### config.mk
export PLATFORM = sky130hd
export DESIGN_NAME = rgp_div_cell
export DESIGN_NICKNAME = d
export VERILOG_FILES = /design/src/sv/rgp_pkg.sv /design/src/sv/rgp_div_cell.sv
export SDC_FILE = /design/constraint.sdc
export NUM_CORES = 1
export LEC_CHECK = 0
export BUFFER_PORTS_ARGS = -buffer_cell sky130_fd_sc_hd__buf_2
export CAP_MARGIN = 10
export CORE_AREA = 2 2 119 237
export DETAILED_ROUTE_END_ITERATION = 10
export DIE_AREA = 0 0 121 239
export PLACE_DENSITY_LB_ADDON = 0.1
export RECOVER_POWER = 100
export SYNTH_ARGS = -nofsm -noshare
export SYNTH_HDL_FRONTEND = slang
export SYNTH_SLANG_ARGS = --single-unit
### constraint.sdc
create_clock -name clk -period 1.1 [get_ports clk]
set_clock_uncertainty 0.15 [all_clocks]
set_input_delay 0.22 -clock clk [delete_from_list [all_inputs] [get_ports clk]]
set_output_delay 0.22 -clock clk [all_outputs]
set_load 0.03 [all_outputs]
### src/sv/rgp_pkg.sv
`default_nettype none

package rgp_pkg;

	// width of the gradient parameter on the output
	localparam int T_OUT_BITS = 24;

	// configuration register index
	localparam int REG_IDX_W = 3;

	typedef enum logic [REG_IDX_W-1:0] {
		REG_CENTER_X = 3'd0,
		REG_CENTER_Y = 3'd1,
		REG_FOCAL_X  = 3'd2,
		REG_FOCAL_Y  = 3'd3,
		REG_RADIUS   = 3'd4
	} reg_idx_t;

	// per-item control flags carried down the pipe
	typedef struct packed {
		logic conc;    // focus sits on the center
		logic transp;  // radius not positive
		logic zero;    // result forced to zero
		logic over;    // quotient does not fit, clip
	} rgp_flags_t;

endpackage

`default_nettype wire

### src/sv/rgp_div_cell.sv
`default_nettype none

// one quotient bit of a restoring divider, weight 2^K
module rgp_div_cell import rgp_pkg::*; #(
	parameter int XW   = 80,
	parameter int DENU = 51,
	parameter int K    = 0
) (
	input  wire logic                  clk,
	input  wire logic                  arst_n,
	input  wire logic                  en,
	input  wire logic                  v_i,
	input  wire logic [XW-1:0]         rem_i,
	input  wire logic [DENU-1:0]       den_i,
	input  wire logic [T_OUT_BITS-1:0] q_i,
	input  wire rgp_flags_t            flags_i,
	output logic                       v_o,
	output logic [XW-1:0]              rem_o,
	output logic [DENU-1:0]            den_o,
	output logic [T_OUT_BITS-1:0]      q_o,
	output rgp_flags_t                 flags_o
);

	logic [XW-1:0] dsh;
	logic          ge;

	// compare against the shifted divisor
	assign dsh = XW'(den_i) << K;
	assign ge  = (rem_i >= dsh);

	always_ff @(posedge clk) begin
		if (en) begin
			rem_o   <= ge ? (rem_i - dsh) : rem_i;
			den_o   <= den_i;
			q_o     <= {q_i[T_OUT_BITS-2:0], ge};
			flags_o <= flags_i;
		end
	end

	always_ff @(posedge clk or negedge arst_n) begin
		if (!arst_n) begin
			v_o <= 1'b0;
		end else if (en) begin
			v_o <= v_i;
		end
	end

endmodule

`default_nettype wire
# After elaboration in Yosys (flattened, before gate mapping)
# Cells that the tools add are included.
# op_classes
addsub	1
magnitude_cmp	1
n_mux	1
# op_table
cell	count
$ge A80 B51 Y1	1
$mux W80	1
$sub A80 B51 Y80	1
# word_totals
output_inout_bits	160
in_bits	163
elab_cells	11
register_bits	160

# Logic depth before layout (Yosys ltp)
# Gate-level depths: netlist of the first run.
# logic_depth
depth_word	2
depth_mapped	14
mapped_depth_nobuf	13

# Least setup slack after synthesis of the first run
# OpenSTA, ideal clock, no wires.
# synth_path
kind	in2reg
from	in rem_i[0]
to	reg rem_o[71], data pin
setup_slack_ps	-2257
t_required_ps	679
arrival_ps	2936
setup_time_ps	271
path_buffers	0
stages	12
path_cell_list	inv_1 > ha_1 > fa_1 > nand2b_1 > a21oi_1 > o21ai_0 > o221ai_1 > a21oi_1 > o311a_4 > a211o_2 > nor4_1 > xor2_1
# synth_between
elab_chain_len	2
elab_cells_between_ends	3
cone_classes	1 x add/sub; 1 x order compare; 1 x mux
# synth_rtl
element	line_no	text
start, declared	rgp_div_cell.sv:13	input wire logic [XW-1:0] rem_i,
$sub A80 B51 Y80 or $ge A80 B51 Y1 (tied branches)	rgp_div_cell.sv:33, rgp_div_cell.sv:29	
$mux W80 *	rgp_div_cell.sv:33	rem_o <= ge ? (rem_i - dsh) : rem_i;
end signal, assigned	rgp_div_cell.sv:33	
end, declared	rgp_div_cell.sv:18	output logic [XW-1:0] rem_o,
# Mark *: on every way between the ends. The rest lies on a longest branch, timed or not.
# A chain may end at the register's enable or synchronous reset.

# Worst setup path after layout of the first run
# layout_path
from	in rem_i[68]
to	reg rem_o[20], data pin
# layout_between
elab_chain_len	2
# layout_rtl
element	line_no	text
$ge A80 B51 Y1	rgp_div_cell.sv:29	assign ge = (rem_i >= dsh);
$mux W80	rgp_div_cell.sv:33	
# Every way passes these cells.

==> impl_metrics.yaml, run 1 <==
pwr:
  leakage_nw: 7.506
  ir_drop_mv: 1.337
  p_seq_frac: 0.371
  p_clk_frac: 0.274
  p_int_mw: 14.46
  powerDensity_nw_per_um2: 1232
  total_power_mw: 21.24
  p_sw_frac: 0.3194
  power_frac_comb: 0.354
  p_switching_mw: 6.786
worst_setup_path:
  cp_max_fo: 25
  crit_type: "primary input to flop"
  start_kind: "primary input"
  crit_start: "rem_i[68]"
  r2r_cells: 1
  required_ps: 1140
  crit_path_end_kind: "flop"
  r2r_slack_ps: 180
  r2r-start: "v_o$_DFFE_PN0P_"
  critPathCapture: "rem_o[20]$_DFFE_PP_"
  critPathArrivalTime_ps: 3030
  slowest_delay_ps: 530
  crit_slowest_cell: "or4_4"
  r2r-end: "v_o$_DFFE_PN0P_"
  path_cells: "buf_6 > or3_4 > or3_4 > or4_4 > or4_4 > nor4_4 > o311a_4 > inv_8 > buf_12 > mux2_4"
logic_synthesis:
  ys_ff_latch: 160
  ys_types: 64
  syn_nets: 1095
  ys.flop_type: "edfxtp_1"
  avgSynthCellArea_um2: 10.68
  ys_seq_area_frac: 0.5104
  synth_cells: 880
  synth_warnings: 0
  async_reset_ff_frac: 0.006250
  syn_area_um2: 9403
  synth_edf_count: 159
flow_run:
  drv_cap: 0
timing:
  period_needed_ps: 2991
  hold_viol: 0
  finalCritPeriodShare: 2.719
  final_max_slew_viol_count: 0
  grt_setup_unrepaired: "true"
  setup_violations: 243
  tns_ps: -188180
  whs_ps: 30.17
  fmax_mhz: 334.3
  max_slew.worst_pin.slew_ps: 660.7
  relSlewSlack: 0.5595
  timing.final.ws_setup_ps: -1891
placed_design:
  dpl_cell_area_um2: 13640
  portBuffers: 321
  gp_congestion: 0.8797
  dp_hpwl_um: 23560
  post-place-cells: 1812
  place_ws_ps: -2512
detailed_routing:
  num_vias: 9534
  antenna_left: 0
  drt_iter0_drc: 410
  drc: 0
  wl_per_cell_um: 16.40
  routed_wl_um: 32540
  dr.pass1.iters: 4
  via_per_inst: 4.805
finish:
  fin_util: 0.6331
  synthToLayoutAreaGrowth_pct: 83.31
  design_area_um2: 17240
  stdcell_count: 1984
  nNetsFinal: 1833
  final_cell_mix: "275 x buf_4, 175 x buf_6, 159 x edfxtp_1"
  final_common_cell: "buf_4"
  drive_gt1_frac: 0.4690
floorplanning:
  die_width_um: 121
  fp.dieH_um: 239
  core_area_um2: 27220
  ios: 323
  dieArea_um2: 28920
  num_rows: 86
  start_util: 0.3454
global_route:
  grt_remaining_overflow: 0
  grt_pass1_vias: 10190
  grt_first_pass_wirelength_um: 51120
  grt_usage: 0.2262
  antenna_found_initial: 3
  grt_max_degree: 49
run_status:
  failed_checks: "negative setup slack"
  status: "finished, violations left"
clock_network:
  cts_tree: "done"
  cts_buffers: 17
  root_buffer: "clkbuf_16"
  clk_latency_ps: 450
  clockBufferDepth: 2
  htree_num_levels: 4
  clkSlewWorstSetupHoldPaths_ps: 70
  numClockSinks: 160
worst_hold_path:
  hold_path.class: "primary input to flop"
==> worst max-delay path: cells and delay by family <==
| kind | cells | cell delay (ps) |
|---|---|---|
| AOI/OAI and AO/OA | 1 | 290 |
| buffers and inverters | 3 | 310 |
| muxes | 1 | 300 |
| and+or+nand+nor | 5 | 1880 |
==> kinds of logic after synthesis <==
family                   after synthesis  synth area share
AO/OA/AOI/OAI                        222            0.1454
adder cells (fa/ha/maj)               52           0.06999
multiplexers                           9           0.01397
AND/OR/NAND/NOR                      262            0.1441
XOR/XNOR                              77           0.07172
flip-flops                           160            0.5104
buffers and inverters                 98           0.04431
==> sequential cells by signal, indices dropped and copies added, names as in the netlist <==
register / count
q_o: 24
v_o: 1
rem_o: 80
flags_o: 4
den_o: 51
==> power groups by stage <==
stage	registers, mW	clock network, mW	logic, mW
floorplan	9.19	0	1.94
global placement	7.83	0	6.11
detailed placement	7.82	0	6.15
CTS	7.88	6.00	7.43
global route	7.94	6.19	8.09
finish	7.88	5.83	7.53
==> final cells by class <==
cell class	instances	area (um2)
antenna	1	2.502
clock buffer	21	480.5
clock inverter	11	93.84
fill	2282	9987
inverter	63	244.0
multi-input combinational	623	4928
sequential	160	4800
tap	352	440.4
timing repair buffer	753	6247
==> synthesized netlist by cell type, drive strengths merged (9+ instances only) <==
cell    count  share of area
ha         51          0.068
nand4      18          0.012
inv        63          0.025
xnor2      44          0.041
nor2       80          0.032
nor3       15         0.0080
mux2        9          0.014
nor4       19          0.014
a21oi     104          0.055
a21o       20          0.016
edfxtp    159           0.51
or3        11         0.0084
o21ai      31          0.017
nand3      18         0.0096
clkbuf     28          0.011
o21bai     11         0.0088
nand2      56          0.023
and3        9         0.0065
xor2       33          0.031
==> timing repair <==
item                       CTS  global route
cloned                       4             0
pin swaps                   24            25
setup endpoints to repair  241           243
hold buffers               119             0
gates resized for setup    410            74
hold endpoints to repair   118             0
buffers inserted             8            10
==> worst min-delay path by stage <==
stage / startpoint / endpoint / cells past startpoint
2_1_floorplan: arst_n / v_o$_DFFE_PN0P_ / 0
3_3_place_gp: arst_n / v_o$_DFFE_PN0P_ / 1
3_5_place_dp: arst_n / v_o$_DFFE_PN0P_ / 1
4_1_cts: rem_i[75] / rem_o[75]$_DFFE_PP_ / 3
5_1_grt: rem_i[76] / rem_o[76]$_DFFE_PP_ / 3
6_report: rem_i[75] / rem_o[75]$_DFFE_PP_ / 3
==> metal layers <==
metal	wire, um	track usage	part of all wire	vias to the layer above
met3	1732	0.05558	0.053	42
met5	22	0	0.00068	-
li1	-	-	-	4742
met2	16780	0.3999	0.52	267
met1	13270	0.2646	0.41	4479
met4	736	0.07435	0.023	4
No activity file was read; power rests on OpenSTA's default activity.
==> run 2: changes to the inputs <==
--- a/config.mk
+++ b/config.mk
@@ -7,6 +7,8 @@
 export LEC_CHECK = 0
 export BUFFER_PORTS_ARGS = -buffer_cell sky130_fd_sc_hd__buf_2
 export CAP_MARGIN = 10
+export CELL_PAD_IN_SITES_DETAIL_PLACEMENT = 0
+export CELL_PAD_IN_SITES_GLOBAL_PLACEMENT = 1
 export CORE_AREA = 2 2 119 237
 export DETAILED_ROUTE_END_ITERATION = 10
 export DIE_AREA = 0 0 121 239
==> impl_metrics.yaml, run 2 (synthesis results as in run 1) <==
clock_network:
  cts_buffers: 17
  htree_num_levels: 4
  root_buffer: "clkbuf_16"
  numClockSinks: 160
  clockBufferDepth: 2
  clkSlewWorstSetupHoldPaths_ps: 70
  clk_latency_ps: 440
  cts_tree: "done"
worst_setup_path:
  critPathBufInv: 2
  crit_path_end_kind: "flop"
  cp_max_fo: 7
  r2r_cells: 1
  path_delay_family: "simple AND/OR/NAND/NOR gates"
  required_ps: 1140
  start_kind: "primary input"
  slowest_delay_ps: 520
  crit_slowest_cell: "or4_4"
  critPathArrivalTime_ps: 2990
  path_cells: "buf_6 > or3_4 > or3_4 > or4_4 > or4_4 > nor4_4 > o311a_4 > buf_4 > a211o_4 > nor4_4 > xor2_1"
  crit_type: "primary input to flop"
  path_depth: 11
finish:
  final_common_cell: "buf_4"
  largest_register_ffs: 80
  synthToLayoutAreaGrowth_pct: 81.49
  regArea_um2: 4800
  drive_gt1_frac: 0.4535
  nFillCells: 2276
  final_cell_mix: "257 x buf_4, 173 x buf_6, 159 x edfxtp_1"
  regMostFlops: "rem_o"
  nNetsFinal: 1814
  multi_input_area_um2: 4773
  reg.largest.list: "rem_o: 80 flops, den_o: 51 flops, q_o: 24 flops"
  design_area_um2: 17070
timing:
  setup_violations: 241
  fmax_mhz: 338.5
  grt_setup_unrepaired: "true"
  period_needed_ps: 2954
  hold_viol: 0
  tns_ps: -185280
  timing.final.ws_setup_ps: -1854
  final_max_slew_viol_count: 0
  relSlewSlack: 0.6923
  finalCritPeriodShare: 2.686
  max_slew.worst_pin.slew_ps: 449.9
detailed_routing:
  via_per_inst: 4.873
  wl_per_cell_um: 16.83
  antenna_left: 0
  routed_wl_um: 33080
  drt_iter0_drc: 455
  dr.pass1.iters: 4
  drc: 0
  num_vias: 9575
floorplanning:
  core_area_um2: 27220
  num_rows: 86
  dieArea_um2: 28920
  start_util: 0.3454
  fp.dieH_um: 239
  ios: 323
  die_width_um: 121
global_route:
  grt_remaining_overflow: 0
  grt_first_pass_wirelength_um: 50510
  grt_usage: 0.2247
  grt_max_degree: 46
  grt_pass1_vias: 9830
  antenna_found_initial: 2
worst_hold_path:
  hold_depth: 3
  hold_path.class: "primary input to flop"
placed_design:
  dpl_cell_area_um2: 13340
  gp_congestion: 0.8615
  portBuffers: 321
  place_ws_ps: -2514
  dp_hpwl_um: 23900
run_status:
  status: "finished, violations left"
  failed_checks: "negative setup slack"
pwr:
  ir_drop_mv: 0.9712
  total_power_mw: 21.47
  powerDensity_nw_per_um2: 1258
  leakage_nw: 7.434
flow_run:
  drv_cap: 0
## run 2: cell count changes in the layout (fill, tap and decap cells not counted), moves of 5 or more
| cell | previous run | this run |
|---|---|---|
| a21oi_1 | 86 | 80 |
| buf_4 | 275 | 257 |
| clkbuf_2 | 7 | 0 |
| dlygate4sd3_1 | 118 | 126 |
| ha_1 | 35 | 42 |
| ha_4 | 13 | 5 |
| nor2_1 | 53 | 48 |
| nor2_2 | 21 | 27 |
## run 2: stage by stage
step | instances | util | hold slack (ps)
detailed placement | 1781 | 0.4901 | -151.5
floorplan | 880 | - | -225.6
global placement | 1781 | 0.4901 | -154.1
CTS | 1956 | 0.6183 | 1.131
finish | 1965 | 0.6269 | 33.90
global route | 1965 | 0.6269 | 21.10
## run 2: final cells by class
cell class                 instances  share of cell area
clock inverter                    15             0.01122
inverter                          63             0.01430
timing repair buffer             734              0.3626
multi-input combinational        623              0.2797
antenna                            1           0.0001466
clock buffer                      17             0.02493
tap                              352             0.02581
sequential                       160              0.2813
## run 2: path summary, 6_finish.rpt
check	startpoint	to	slack [ps]
max	rem_i[68]	rem_o[79]$_DFFE_PP_	-1850
min	rem_i[57]	rem_o[57]$_DFFE_PP_	30
max reg2reg	v_o$_DFFE_PN0P_	v_o$_DFFE_PN0P_	190
min reg2reg	v_o$_DFFE_PN0P_	v_o$_DFFE_PN0P_	390
max in group asynchronous	arst_n	v_o$_DFFE_PN0P_	240
min in group asynchronous	arst_n	v_o$_DFFE_PN0P_	450
## run 2: report_power, final
part | switching [mW] | total [mW] | internal, mW | leakage (nW)
clock | 2.87 | 6.15 | 3.28 | 0.298
combinational | 3.78 | 7.45 | 3.66 | 5.57
sequential | 0.334 | 7.88 | 7.54 | 1.57
total | 6.99 | 21.5 | 14.5 | 7.43
## run 2: routing by layer
layer	part of all wire	global-route usage	routed length, um
met3	0.051	0.05367	1690
met4	0.018	0.07858	609
met1	0.40	0.2626	13200
met2	0.53	0.3965	17570
met5	0.00033	0	11
## run 2: repair_timing
item	in CTS	in global routing
setup buffers	13	6
setup endpoints to repair	241	241
resized for setup	417	48
hold buffers	126	0
pin swaps	22	16
hold endpoints to repair	125	0
gates cloned	4	2
