===== src/sv/rgp_pkg.sv =====
`default_nettype none

package rgp_pkg;

	// width of the gradient parameter on the output
	localparam int T_OUT_BITS = 24;

	// configuration register index
	localparam int REG_IDX_W = 3;

	typedef enum logic [REG_IDX_W-1:0] {
		REG_CENTER_X = 3'd0,
		REG_CENTER_Y = 3'd1,
		REG_FOCAL_X  = 3'd2,
		REG_FOCAL_Y  = 3'd3,
		REG_RADIUS   = 3'd4
	} reg_idx_t;

	// per-item control flags carried down the pipe
	typedef struct packed {
		logic conc;    // focus sits on the center
		logic transp;  // radius not positive
		logic zero;    // result forced to zero
		logic over;    // quotient does not fit, clip
	} rgp_flags_t;

endpackage

`default_nettype wire


===== src/sv/rgp_sqrt_cell.sv =====
`default_nettype none

// one root bit of a restoring square root
module rgp_sqrt_cell import rgp_pkg::*; #(
	parameter int NQ = 50,
	parameter int RW = 100,
	parameter int SW = 8
) (
	input  wire logic            clk,
	input  wire logic            arst_n,
	input  wire logic            en,
	input  wire logic            v_i,
	input  wire logic [NQ+1:0]   rem_i,
	input  wire logic [NQ-1:0]   root_i,
	input  wire logic [RW-1:0]   rad_i,
	input  wire logic [SW-1:0]   side_i,
	output logic                 v_o,
	output logic [NQ+1:0]        rem_o,
	output logic [NQ-1:0]        root_o,
	output logic [RW-1:0]        rad_o,
	output logic [SW-1:0]        side_o
);

	logic [NQ+1:0] rem_w;
	logic [NQ+1:0] trial;
	logic          ge;

	// bring down two radicand bits, try root*4+1
	assign rem_w = {rem_i[NQ-1:0], rad_i[RW-1:RW-2]};
	assign trial = {root_i, 2'b01};
	assign ge    = (rem_w >= trial);

	always_ff @(posedge clk) begin
		if (en) begin
			rem_o  <= ge ? (rem_w - trial) : rem_w;
			root_o <= {root_i[NQ-2:0], ge};
			rad_o  <= {rad_i[RW-3:0], 2'b00};
			side_o <= side_i;
		end
	end

	always_ff @(posedge clk or negedge arst_n) begin
		if (!arst_n) begin
			v_o <= 1'b0;
		end else if (en) begin
			v_o <= v_i;
		end
	end

endmodule

`default_nettype wire


===== config.mk =====
export PLATFORM = sky130hd
export DESIGN_NAME = rgp_sqrt_cell
export DESIGN_NICKNAME = d
export VERILOG_FILES = /design/src/sv/rgp_pkg.sv /design/src/sv/rgp_sqrt_cell.sv
export SDC_FILE = /design/constraint.sdc
export NUM_CORES = 1
export LEC_CHECK = 0
export ABC_CLOCK_PERIOD_IN_PS = 1000
export BUFFER_PORTS_ARGS = -buffer_cell sky130_fd_sc_hd__buf_4
export CORE_ASPECT_RATIO = 0.5
export CORE_MARGIN = 2
export CORE_UTILIZATION = 49
export CTS_BUF_LIST = sky130_fd_sc_hd__clkbuf_16
export CTS_CLUSTER_SIZE = 8
export DETAILED_ROUTE_END_ITERATION = 6
export PLACE_DENSITY = 0.78
export SKIP_LAST_GASP = 1
export SLEW_MARGIN = 10
export SYNTH_ARGS = -nofsm -noshare
export SYNTH_HDL_FRONTEND = slang
export SYNTH_SLANG_ARGS = --single-unit

===== constraint.sdc =====
create_clock -name clk -period 1 [get_ports clk]
set_clock_uncertainty 0.2 [all_clocks]
set_input_delay 0.2 -clock clk [delete_from_list [all_inputs] [get_ports clk]]
set_output_delay 0.2 -clock clk [all_outputs]
set_load 0.05 [all_outputs]

==> results summary, run 1 <==
The mean instance size in the synthesized netlist came out at 12.3 µm². Port buffering added 420 buffers. Entering global routing, the biggest net connects 66 pins.

During I/O placement, the number of pins put on the boundary was 425. The number of rows in the core area came out at 37. For this run, the leading register cell type out of synthesis is edfxtp_1.

The proportion of register bits with asynchronous set or reset after synthesis came out at 0.478%. The most instantiated library cell after synthesis is edfxtp_1. The post-synthesis cell count came out at 839. After synthesis the cells add up to a little over 10000 µm². Buffers inserted during clock tree synthesis total 30. Ranked by instance count, the synthesized netlist is headed by edfxtp_1, a21oi_1, nor2_1.

The routability congestion estimate is about 0.96. Once the floorplan was initialized, standard cells occupied between 50 and 60% of the core. The number of different library cells used by synthesis comes to 65. The die height came out at 106 µm. The run stopped with a tool error. The share of the Yosys chip area taken by registers is about three fifths. The flip-flop and latch count after synthesis is approximately 210. In this run the biggest area consumer among cell types represents around three fifths of the synthesized area. The total global-route track usage came out at 100%. When the global-route repair_timing finished, the worst setup path ended at rem_o[51]$_DFFE_PP_/D. The number of synthesized flops with an enable pin is 208. Yosys attributes the largest share of cell area to edfxtp_1, ha_1, a21oi_1. After the last repair the worst path ends at a sequential cell input. Global routing finished with a remaining overflow of 1501.

The maximum clock path buffer count came out at 3. Progress stopped at 5_1_grt. The number of levels the H-tree was split into is 1.

The root buffer cell chosen for the clock tree is clkbuf_16. The first error in the log reads "[ERROR GRT-0232] Routing congestion too high. Check the congestion heatmap in the GUI". The Yosys warning count came out at 0. The wire-length estimate of the detail-placed layout is 27.7 mm. The die is 209 µm wide. The biggest area consumer among synthesized cells is edfxtp_1. The clock net in this run drives a total of between 200 and 250 sinks.
## metal layers
metal  GRT usage [%]  GRT overflow
met1            90.5            28
met2             122           984
met3            82.9            24
met4             118           454
met5            56.8            11
## what timing repair did
action,CTS
pin swaps,26
buffers inserted,12
gates resized for setup,318
hold buffers,194
hold endpoints to repair,247
cloned,4
setup endpoints to repair,262
## metrics by stage
stage / setup slack [ns] / setup TNS [ns] / util (%) / std cells / area, µm²
2_1_floorplan: -1.99 / -101.77 / - / 840 / 10500
3_3_place_gp: -2.30 / -155.27 / 75.4 / 1714 / 15500
3_5_place_dp: -2.34 / -159.84 / 75.4 / 1714 / 15500
4_1_cts: -1.64 / -195.13 / 96.3 / 1972 / 19800
## cell families after synthesis
| kind of cell | Yosys count | share of synthesized area (%) |
|---|---|---|
| AO/OA/AOI/OAI | 227 | 14.4 |
| flip-flops | 209 | 61.0 |
| AND/OR/NAND/NOR | 193 | 8.87 |
| buffers and inverters | 100 | 4.18 |
| adder cells (fa/ha/maj) | 52 | 6.33 |
| XOR/XNOR | 43 | 3.66 |
| multiplexers | 14 | 1.52 |
| other | 1 | 0.0365 |
==> inputs of run 2 (changes only) <==
--- a/config.mk
+++ b/config.mk
@@ -7,13 +7,10 @@
 export LEC_CHECK = 0
 export ABC_CLOCK_PERIOD_IN_PS = 1000
 export BUFFER_PORTS_ARGS = -buffer_cell sky130_fd_sc_hd__buf_4
-export CORE_ASPECT_RATIO = 0.5
 export CORE_MARGIN = 2
-export CORE_UTILIZATION = 49
-export CTS_BUF_LIST = sky130_fd_sc_hd__clkbuf_16
-export CTS_CLUSTER_SIZE = 8
+export CORE_UTILIZATION = 40
 export DETAILED_ROUTE_END_ITERATION = 6
-export PLACE_DENSITY = 0.78
+export PLACE_DENSITY_LB_ADDON = 0.15
 export SKIP_LAST_GASP = 1
 export SLEW_MARGIN = 10
 export SYNTH_ARGS = -nofsm -noshare
==> results summary, run 2 <==
Leaving out fill and tap cells, the most frequent cells in the layout are buf_4, buf_6, edfxtp_1, dlygate4sd3_1, inv_1. Entering global routing, the biggest net connects 47 pins. The global-route congestion overflow total came out at 0. The multiplexer fraction of the synthesized cell area is 1.52% (unchanged). For this run, the detailed router's first-pass iteration total came to 5.

Once layout is complete, the utilization of the core stands at roughly four fifths. Tracing the worst setup path back leads to its startpoint at root_i[1]. The relative slew slack is 63.6%. The area of the die is 27000 µm². At the end of the flow, the number of nets in the layout was just under 2000.

The routability congestion estimate is 0.904 (-5.5%). The uppermost layer routed is met4. Following the worst setup path forward leads to its endpoint at rem_o[21]$_DFFE_PP_. The placement-stage worst setup slack is -2.30 ns (+0.0442 ns). Setup repair after global routing could not meet its margin everywhere. The number of sinks on the clock net is 209 (unchanged). The flip-flop and latch count after synthesis came out at 209 (unchanged). The top register by number of flip-flops is rad_o.

The width of the die is 164 µm (-21%). The number of levels the H-tree was split into came out at 1 (unchanged). Summing all flip-flop and latch instances after layout gives 6270 µm².

The number of antenna diodes in the final layout is 0. The cell family contributing the most delay on the critical path is compound AO/OA/AOI/OAI gates. The worst setup slack after layout came out at -1.64 ns. By area the synthesized netlist is led by edfxtp_1, ha_1, a21oi_1. The Yosys warning count came out at 0 (unchanged). The total placed instance area came out at 15600 µm² (+0.54%). The HPWL after detailed placement is 26.7 mm (-3.5%).

Counting instances, the worst hold path has a depth of 2. By area, the combinational part of the netlist is dominated by compound AO/OA/AOI/OAI gates. The port buffer count came to 420 (unchanged). STA classifies the critical path startpoint as an input port. The register with the most flip-flops in the layout has 98 of them. The area fraction in and, or, nand and nor cells after synthesis came out at 8.87% (unchanged). The number of rows in the core area is 58 (+57%). The proportion of register bits with asynchronous set or reset after synthesis came out at 0.478% (unchanged).

For the pin with the worst max-slew slack, the measured transition is about 0.54 ns. The later pin in the worst-skew pair is clocked with a latency of approximately 0.52 ns. Across the run, the number of max-cap violations was 0.

The total length of routed wires is 42.0 mm. The post-synthesis cell count was 839 (unchanged). Setup violations remaining at the end of the flow were counted as around 260. In this run the register-to-register setup slack is -0.01 ns.

The detailed route wirelength on metal2 came out at 22.3 mm. The data required time at the worst endpoint came out at 1.07 ns. The worst reg2reg path depth is 1. The final reports fail on negative hold slack, negative setup slack.

The commonest cells after synthesis are edfxtp_1, a21oi_1, nor2_1. Along the worst path, the maximum fanout reaches 8. The post-synthesis share of cell area spent on full adders, half adders and majority gates is 6.33% (unchanged). The core region area came out at approximately 25000 µm². The biggest area consumer among synthesized cells is edfxtp_1. In the final layout, the share of cells above drive strength 1 is between 40 and 50%. The mean instance size in the synthesized netlist is 12.3 µm² (unchanged). The slowest stage cell on the critical path is o41a_1. The highest ir drop seen on vdd came out at around 1.3 mV.

The analysis attributes to cell leakage a power of around 8.7 nW. The top-level port count came to 425 (unchanged). Counting I/O delays and the setup requirement, the final critical path takes approximately 2.6 ns.

Once detail routing completed, the nets flagged for antenna violations numbered 0. The final max-slew violation count came to 0. The cell area after synthesis was 10300 µm² (unchanged).

The post-synthesis sequential area ratio is 61.0% (unchanged). In this run the critical register-to-register path is captured at v_o$_DFFE_PN0P_. The startpoint of the worst-slack reg-to-reg timing path is v_o$_DFFE_PN0P_. The total global-route track usage came out at about 30%.

The number of vias per cell is roughly 5.1. The worst hold-check slack is -0.202 ns. The die height came out at 164 µm (+54%). The number of hold violations in the final report is 19. The number of buffers and inverters on the critical path is 5. The area share of xor/xnor cells in the synthesized design came out at 3.66% (unchanged). The number of synthesized flops with an enable pin is 208 (unchanged).

The total negative slack is -183.21 ns. The count of cell types in the netlist is 65 (unchanged). The clock-pin transition on the worst setup and hold timing paths is ~0.060 ns. Based on the critical path, the design can be clocked at up to roughly 380 MHz. The delay of the slowest critical-path stage is 0.34 ns. The final instance area came out at 20100 µm². The initial cell density of the core came out at 40.8% (-9.2 points).

The global-route wire length before repair came out at roughly 61 mm. The signal on the critical path passes through buf_4 -> inv_1 -> ha_1 -> buf_4 -> nand4_1 -> nor2_1 -> nand4_1 -> o41a_1 -> a311o_1 -> o21a_1 -> clkinv_4 -> buf_6 -> mux2_4. The endpoint kind of the worst setup timing path is a flip-flop.

The total stage count of the critical path is 13. The compound-gate portion of the synthesized area is 14.4% (unchanged). The mean routed wirelength per cell is 20.7 µm. The area occupied by multi-input gates is 4280 µm². The growth of design area from synthesis to finish is 95.2%.

The power per standard cell area came out at 1590 nW/µm². The length of routed wiring on met1 is 15.5 mm. edfxtp_1 is the most common cell in the netlist. The layout has around 1500 filler cells.

The maximum clock path buffer count came out at 3 (unchanged). In the finished design, the share of the clock period the worst path needs comes to 264%. The number of clock buffers inserted by TritonCTS was 24 (-20%).

The hold buffer count at CTS came out at 192 (-1.0%). The kind of path behind the tightest hold check is in2reg. In the routed design, unresolved DRC markers number 0.

The run finished, with violations left. Among all flip-flop cells after synthesis, the most frequent one is edfxtp_1. The CTS tree is yes.

The routed length on met3 came out at 2.36 mm. The critical path is of the in2reg type. Data arrives at the worst endpoint at ~2.7 ns.

The number of global-route vias before repair was 11000. After the first detailed-routing iteration, the DRC count stood at 675. The root buffer cell chosen for the clock tree is clkbuf_16. The via count is about 10000. The share of Yosys cell area claimed by the top area cell type is 60.7% (unchanged).

Leaving out fill and tap cells, the most frequent cell in the layout is buf_4. The number of antenna violations at the first check in global routing is 0. In the final layout, the registers with the most flip-flops are rad_o (98), rem_o (52), root_o (50).
[run 2: cell counts after synthesis]
No cell type changed its count.
[run 2: kinds of logic after synthesis]
| group | count (synthesis) |
|---|---|
| and+or+nand+nor | 193 |
| other | 1 |
| buffers and inverters | 100 |
| adders and majority gates | 52 |
| DFF | 209 |
| muxes | 14 |
| AOI/OAI and AO/OA | 227 |
| xor gates and xnor gates | 43 |
[run 2: timing repair]
item                                    CTS  global route
hold endpoints to repair                209            19
resized for setup                       334            59
pin swaps                                33            34
endpoints found under the setup margin  262           263
cloned                                    5             0
buffers inserted                         16             8
[run 2: per-layer routing]
layer  track usage (%)  vias up
met5                 0        -
met4              12.4        0
met3              5.00      114
met2              55.4      414
met1              33.6     5030
li1                  -     4806
[run 2: power by group]
group          total [mW]  internal, mW  switching [mW]
Combinational        11.6          5.19            6.41
Clock                9.26          5.63            3.63
Sequential           11.1          10.7           0.452
[run 2: stage by stage]
step           cells  total power [mW]
5_1_grt         2033              33.1
6_report        2033              32.0
3_3_place_gp    1776              20.4
2_1_floorplan    840              16.5
4_1_cts         2030              31.5
3_5_place_dp    1776              20.5
[run 2: final cells by class]
| type | instances | area share (%) |
|---|---|---|
| tap | 330 | 2.06 |
| clock buffer | 32 | 3.25 |
| timing repair buffer | 855 | 39.9 |
| clock inverter | 12 | 0.841 |
| sequential | 209 | 31.2 |
| inverter | 64 | 1.33 |
| multi-input combinational | 531 | 21.3 |
[run 2: how the worst min path moves through the flow]
stage,startpoint,end,slack [ns]
after floorplan,arst_n,v_o$_DFFE_PN0P_,-0.30
after global placement,arst_n,v_o$_DFFE_PN0P_,-0.21
after detailed placement,arst_n,v_o$_DFFE_PN0P_,-0.21
after CTS,rem_i[2],rem_o[4]$_DFFE_PP_,-0.23
after global routing,rem_i[2],rem_o[4]$_DFFE_PP_,-0.22
final,rem_i[33],rem_o[35]$_DFFE_PP_,-0.20
Power figures use the tool's default switching activity.
==> inputs of run 3 (changes only) <==
--- a/config.mk
+++ b/config.mk
@@ -10,7 +10,7 @@
 export CORE_MARGIN = 2
 export CORE_UTILIZATION = 40
 export DETAILED_ROUTE_END_ITERATION = 6
-export PLACE_DENSITY_LB_ADDON = 0.15
+export PLACE_DENSITY = 0.68
 export SKIP_LAST_GASP = 1
 export SLEW_MARGIN = 10
 export SYNTH_ARGS = -nofsm -noshare
==> results summary, run 3 (synthesis gave the netlist of run 2 again) <==
In the layout the commonest cells are buf_4, buf_6, edfxtp_1, dlygate4sd3_1, inv_1. The port buffer count came out at 420 (unchanged). The number of global-route vias before repair was 11600 (+5.8%). The signal on the critical path passes through buf_4 -> inv_1 -> ha_4 -> and3_4 -> buf_4 -> nand4_1 -> buf_4 -> o41a_1 -> a311o_1 -> o21a_2 -> clkinv_4 -> buf_12 -> mux2_4. TritonCTS built the clock tree.

The delay of the slowest critical-path stage came out at 0.39 ns (+0.05 ns). The highest ir drop seen on vdd is 1.22 mV (-2.4%). The growth of design area from synthesis to finish came out at 97.8%. The global-route congestion overflow total came out at 0 (unchanged). The final max-slew violation count is 0 (unchanged).

The final core area utilization came out at 80.8% (+1.1 points). The net load switching power is 10.8 mW (+3.2%). The top-level port count was 425 (unchanged). The largest registers in the layout are rad_o (98), rem_o (52), root_o (50). The kind of path behind the tightest hold check is in2reg.

The setup-violating endpoint count in the final report came out at 262 (-0.38%). The data required time at the worst endpoint is 1.06 ns (about the same). The library cell used most frequently in the layout, excluding fill and tap cells, is buf_4. The relative slew slack came out at 65.1% (+1.5 points).

The largest net degree at the start of global routing came to 26 (-45%). The largest driver fanout on the critical path is 8 (unchanged). The starting DRC count in detailed routing is 826 (+22%).

The buffering stage count on the worst path with inverters included came out at 6 (+1). The area occupied by multi-input gates came out at 4340 µm² (+1.3%). The initial cell density of the core came out at 40.8% (unchanged). The share of power burned in combinational logic is 38.0% (+1.7 points). The worst setup path is of the in2reg kind.

The data arrival time of the worst path is 2.72 ns (about the same). The worst hold path cell count came out at 2 (unchanged). The final total power came out at 31.7 mW (-0.87%). The power per standard cell area is 1560 nW/µm² (-2.2%). The cell that appears most often on the critical path is buf_4. The maximum clock path buffer count is 3 (unchanged).

The source-to-sink clock delay at the later pin of the worst-skew pair is 0.51 ns (about the same). The worst hold-check slack is -0.200 ns (+0.00250 ns). STA classifies the critical path startpoint as an input port. The number of antenna violations at the first check in global routing is 2 (+2). The total global-route track usage is 32.3% (+2.5 points). The number of fillers in the final layout was 1325 (-9.0%). The cell sitting at the root of the clock tree is a clkbuf_16. The number of hold violations in the final report is 41 (+22). The portion of the clock cycle consumed by the worst path in the final layout came out at 266% (+1.8 points). The final antenna-violating net count came to 0 (unchanged). The number of clock buffers inserted by TritonCTS came out at 23 (-4.2%). The number of sinks on the clock net was 209 (unchanged). The shortest clock period the worst path allows after layout came out at 2.66 ns (+0.0185 ns). The routability congestion estimate came out at 0.903 (-0.19%). The hold buffer count at CTS is 192 (unchanged).

The mean routed wirelength per cell came out at 22.0 µm (+6.4%). The cell leakage power is 8.84 nW (+1.1%). The switching power as a share of total power was 34.1% (+1.3 points). The remaining design rule violation count is 0 (unchanged).

The slowest stage cell on the critical path is o41a_1. The total stage count of the critical path is 13 (unchanged). The global-route wire length before repair came out at 65.8 mm (+7.7%). The via count came out at 10900 (+5.1%).

The area of the die is 27000 µm² (unchanged). The total area of sequential cells was 6270 µm² (unchanged). Broken down by cell family, the worst path's largest delay share belongs to compound AO/OA/AOI/OAI gates. The maximum operating frequency is 376 MHz (-0.69%). The final net count is 1971 (+1.0%).

The number of vias per cell was 5.31 (+4.1%). The number of flip-flops in the largest register is 98 (unchanged). The clock share of power came out at 26.8% (-2.2 points).

The die height came out at 164 µm (unchanged). The actual slew at the worst max-slew pin was 0.517 ns (-0.0233 ns). The ratio of cells with drive above 1 in the final layout came out at 51.1% (+1.5 points). The worst setup path is captured at a flip-flop. The worst reg2reg path depth came out at 1 (unchanged). The sequential group share of total power is 35.1% (+0.3 points).

The worst setup slack after layout is -1.66 ns (-0.0185 ns). The checks that failed: negative hold slack, negative setup slack. The width of the die came out at 164 µm (unchanged).

The design internal power is 20.9 mW (-2.8%). The placement-stage worst setup slack is -2.28 ns (+0.0200 ns). The number of max-cap violations is 0 (unchanged). The number of levels the H-tree was split into is 1 (unchanged). The run finished, with violations left. The total negative slack was -182.80 ns (+0.416 ns). Counting flops per register, the top entry is rad_o. Setup repair after global routing could not meet its margin everywhere.

The clock-pin transition on the worst setup and hold timing paths came out at 0.07 ns (about the same). The HPWL after detailed placement is 27.6 mm (+3.1%). The number of rows in the core area is 58 (unchanged).

The detailed-routing iteration count for the pre-antenna-repair pass is 5 (unchanged). The core region area came out at 25200 µm² (unchanged). The total length of routed wires is 45.2 mm (+7.5%).
-- run 3: timing repair --
item / CTS / global route
gates cloned: 8 / 1
gates resized for setup: 337 / 60
pin swaps: 33 / 17
buffers inserted: 33 / 3
endpoints found under the hold margin: 231 / 41
endpoints found under the setup margin: 262 / 263
-- run 3: metrics by stage --
stage | hold WS [ns] | cells | instance area (µm²)
after floorplan | -0.296 | 840 | 10500
after global placement | -0.223 | 1779 | 15700
after detailed placement | -0.223 | 1779 | 15700
after CTS | -0.210 | 2052 | 20200
after global routing | -0.208 | 2053 | 20300
final | -0.200 | 2053 | 20300
-- run 3: per-layer routing --
layer	global-route usage (%)	routed length, µm
met1	34.0	15400
met2	59.3	23600
met3	5.53	3100
met4	20.5	3060
met5	0	0
-- run 3: layout make-up --
class,count,share of cell area (%)
timing repair buffer,876,40.9
sequential,209,30.8
multi-input combinational,531,21.3
clock buffer,26,2.88
tap,330,2.03
inverter,64,1.32
clock inverter,15,0.726
antenna,2,0.0246
-- run 3: power groups by stage --
stage | logic (mW) | clock network (mW) | registers, mW
2_1_floorplan | 2.51 | 0 | 14.0
6_report | 12.0 | 8.50 | 11.1
3_5_place_dp | 9.48 | 0 | 11.1
5_1_grt | 12.5 | 8.90 | 11.2
4_1_cts | 11.6 | 8.45 | 11.1
3_3_place_gp | 9.36 | 0 | 11.0
-- run 3: worst paths after layout --
path / endpoint / slack [ns] / from
worst max register to register: v_o$_DFFE_PN0P_ / 0.01 / v_o$_DFFE_PN0P_
max in group asynchronous: v_o$_DFFE_PN0P_ / 0.02 / arst_n
worst min-delay path: rem_o[47]$_DFFE_PP_ / -0.20 / rem_i[45]
min in group asynchronous: v_o$_DFFE_PN0P_ / 0.45 / arst_n
worst min register to register: v_o$_DFFE_PN0P_ / 0.35 / v_o$_DFFE_PN0P_
worst max-delay path: rem_o[3]$_DFFE_PP_ / -1.66 / root_i[6]
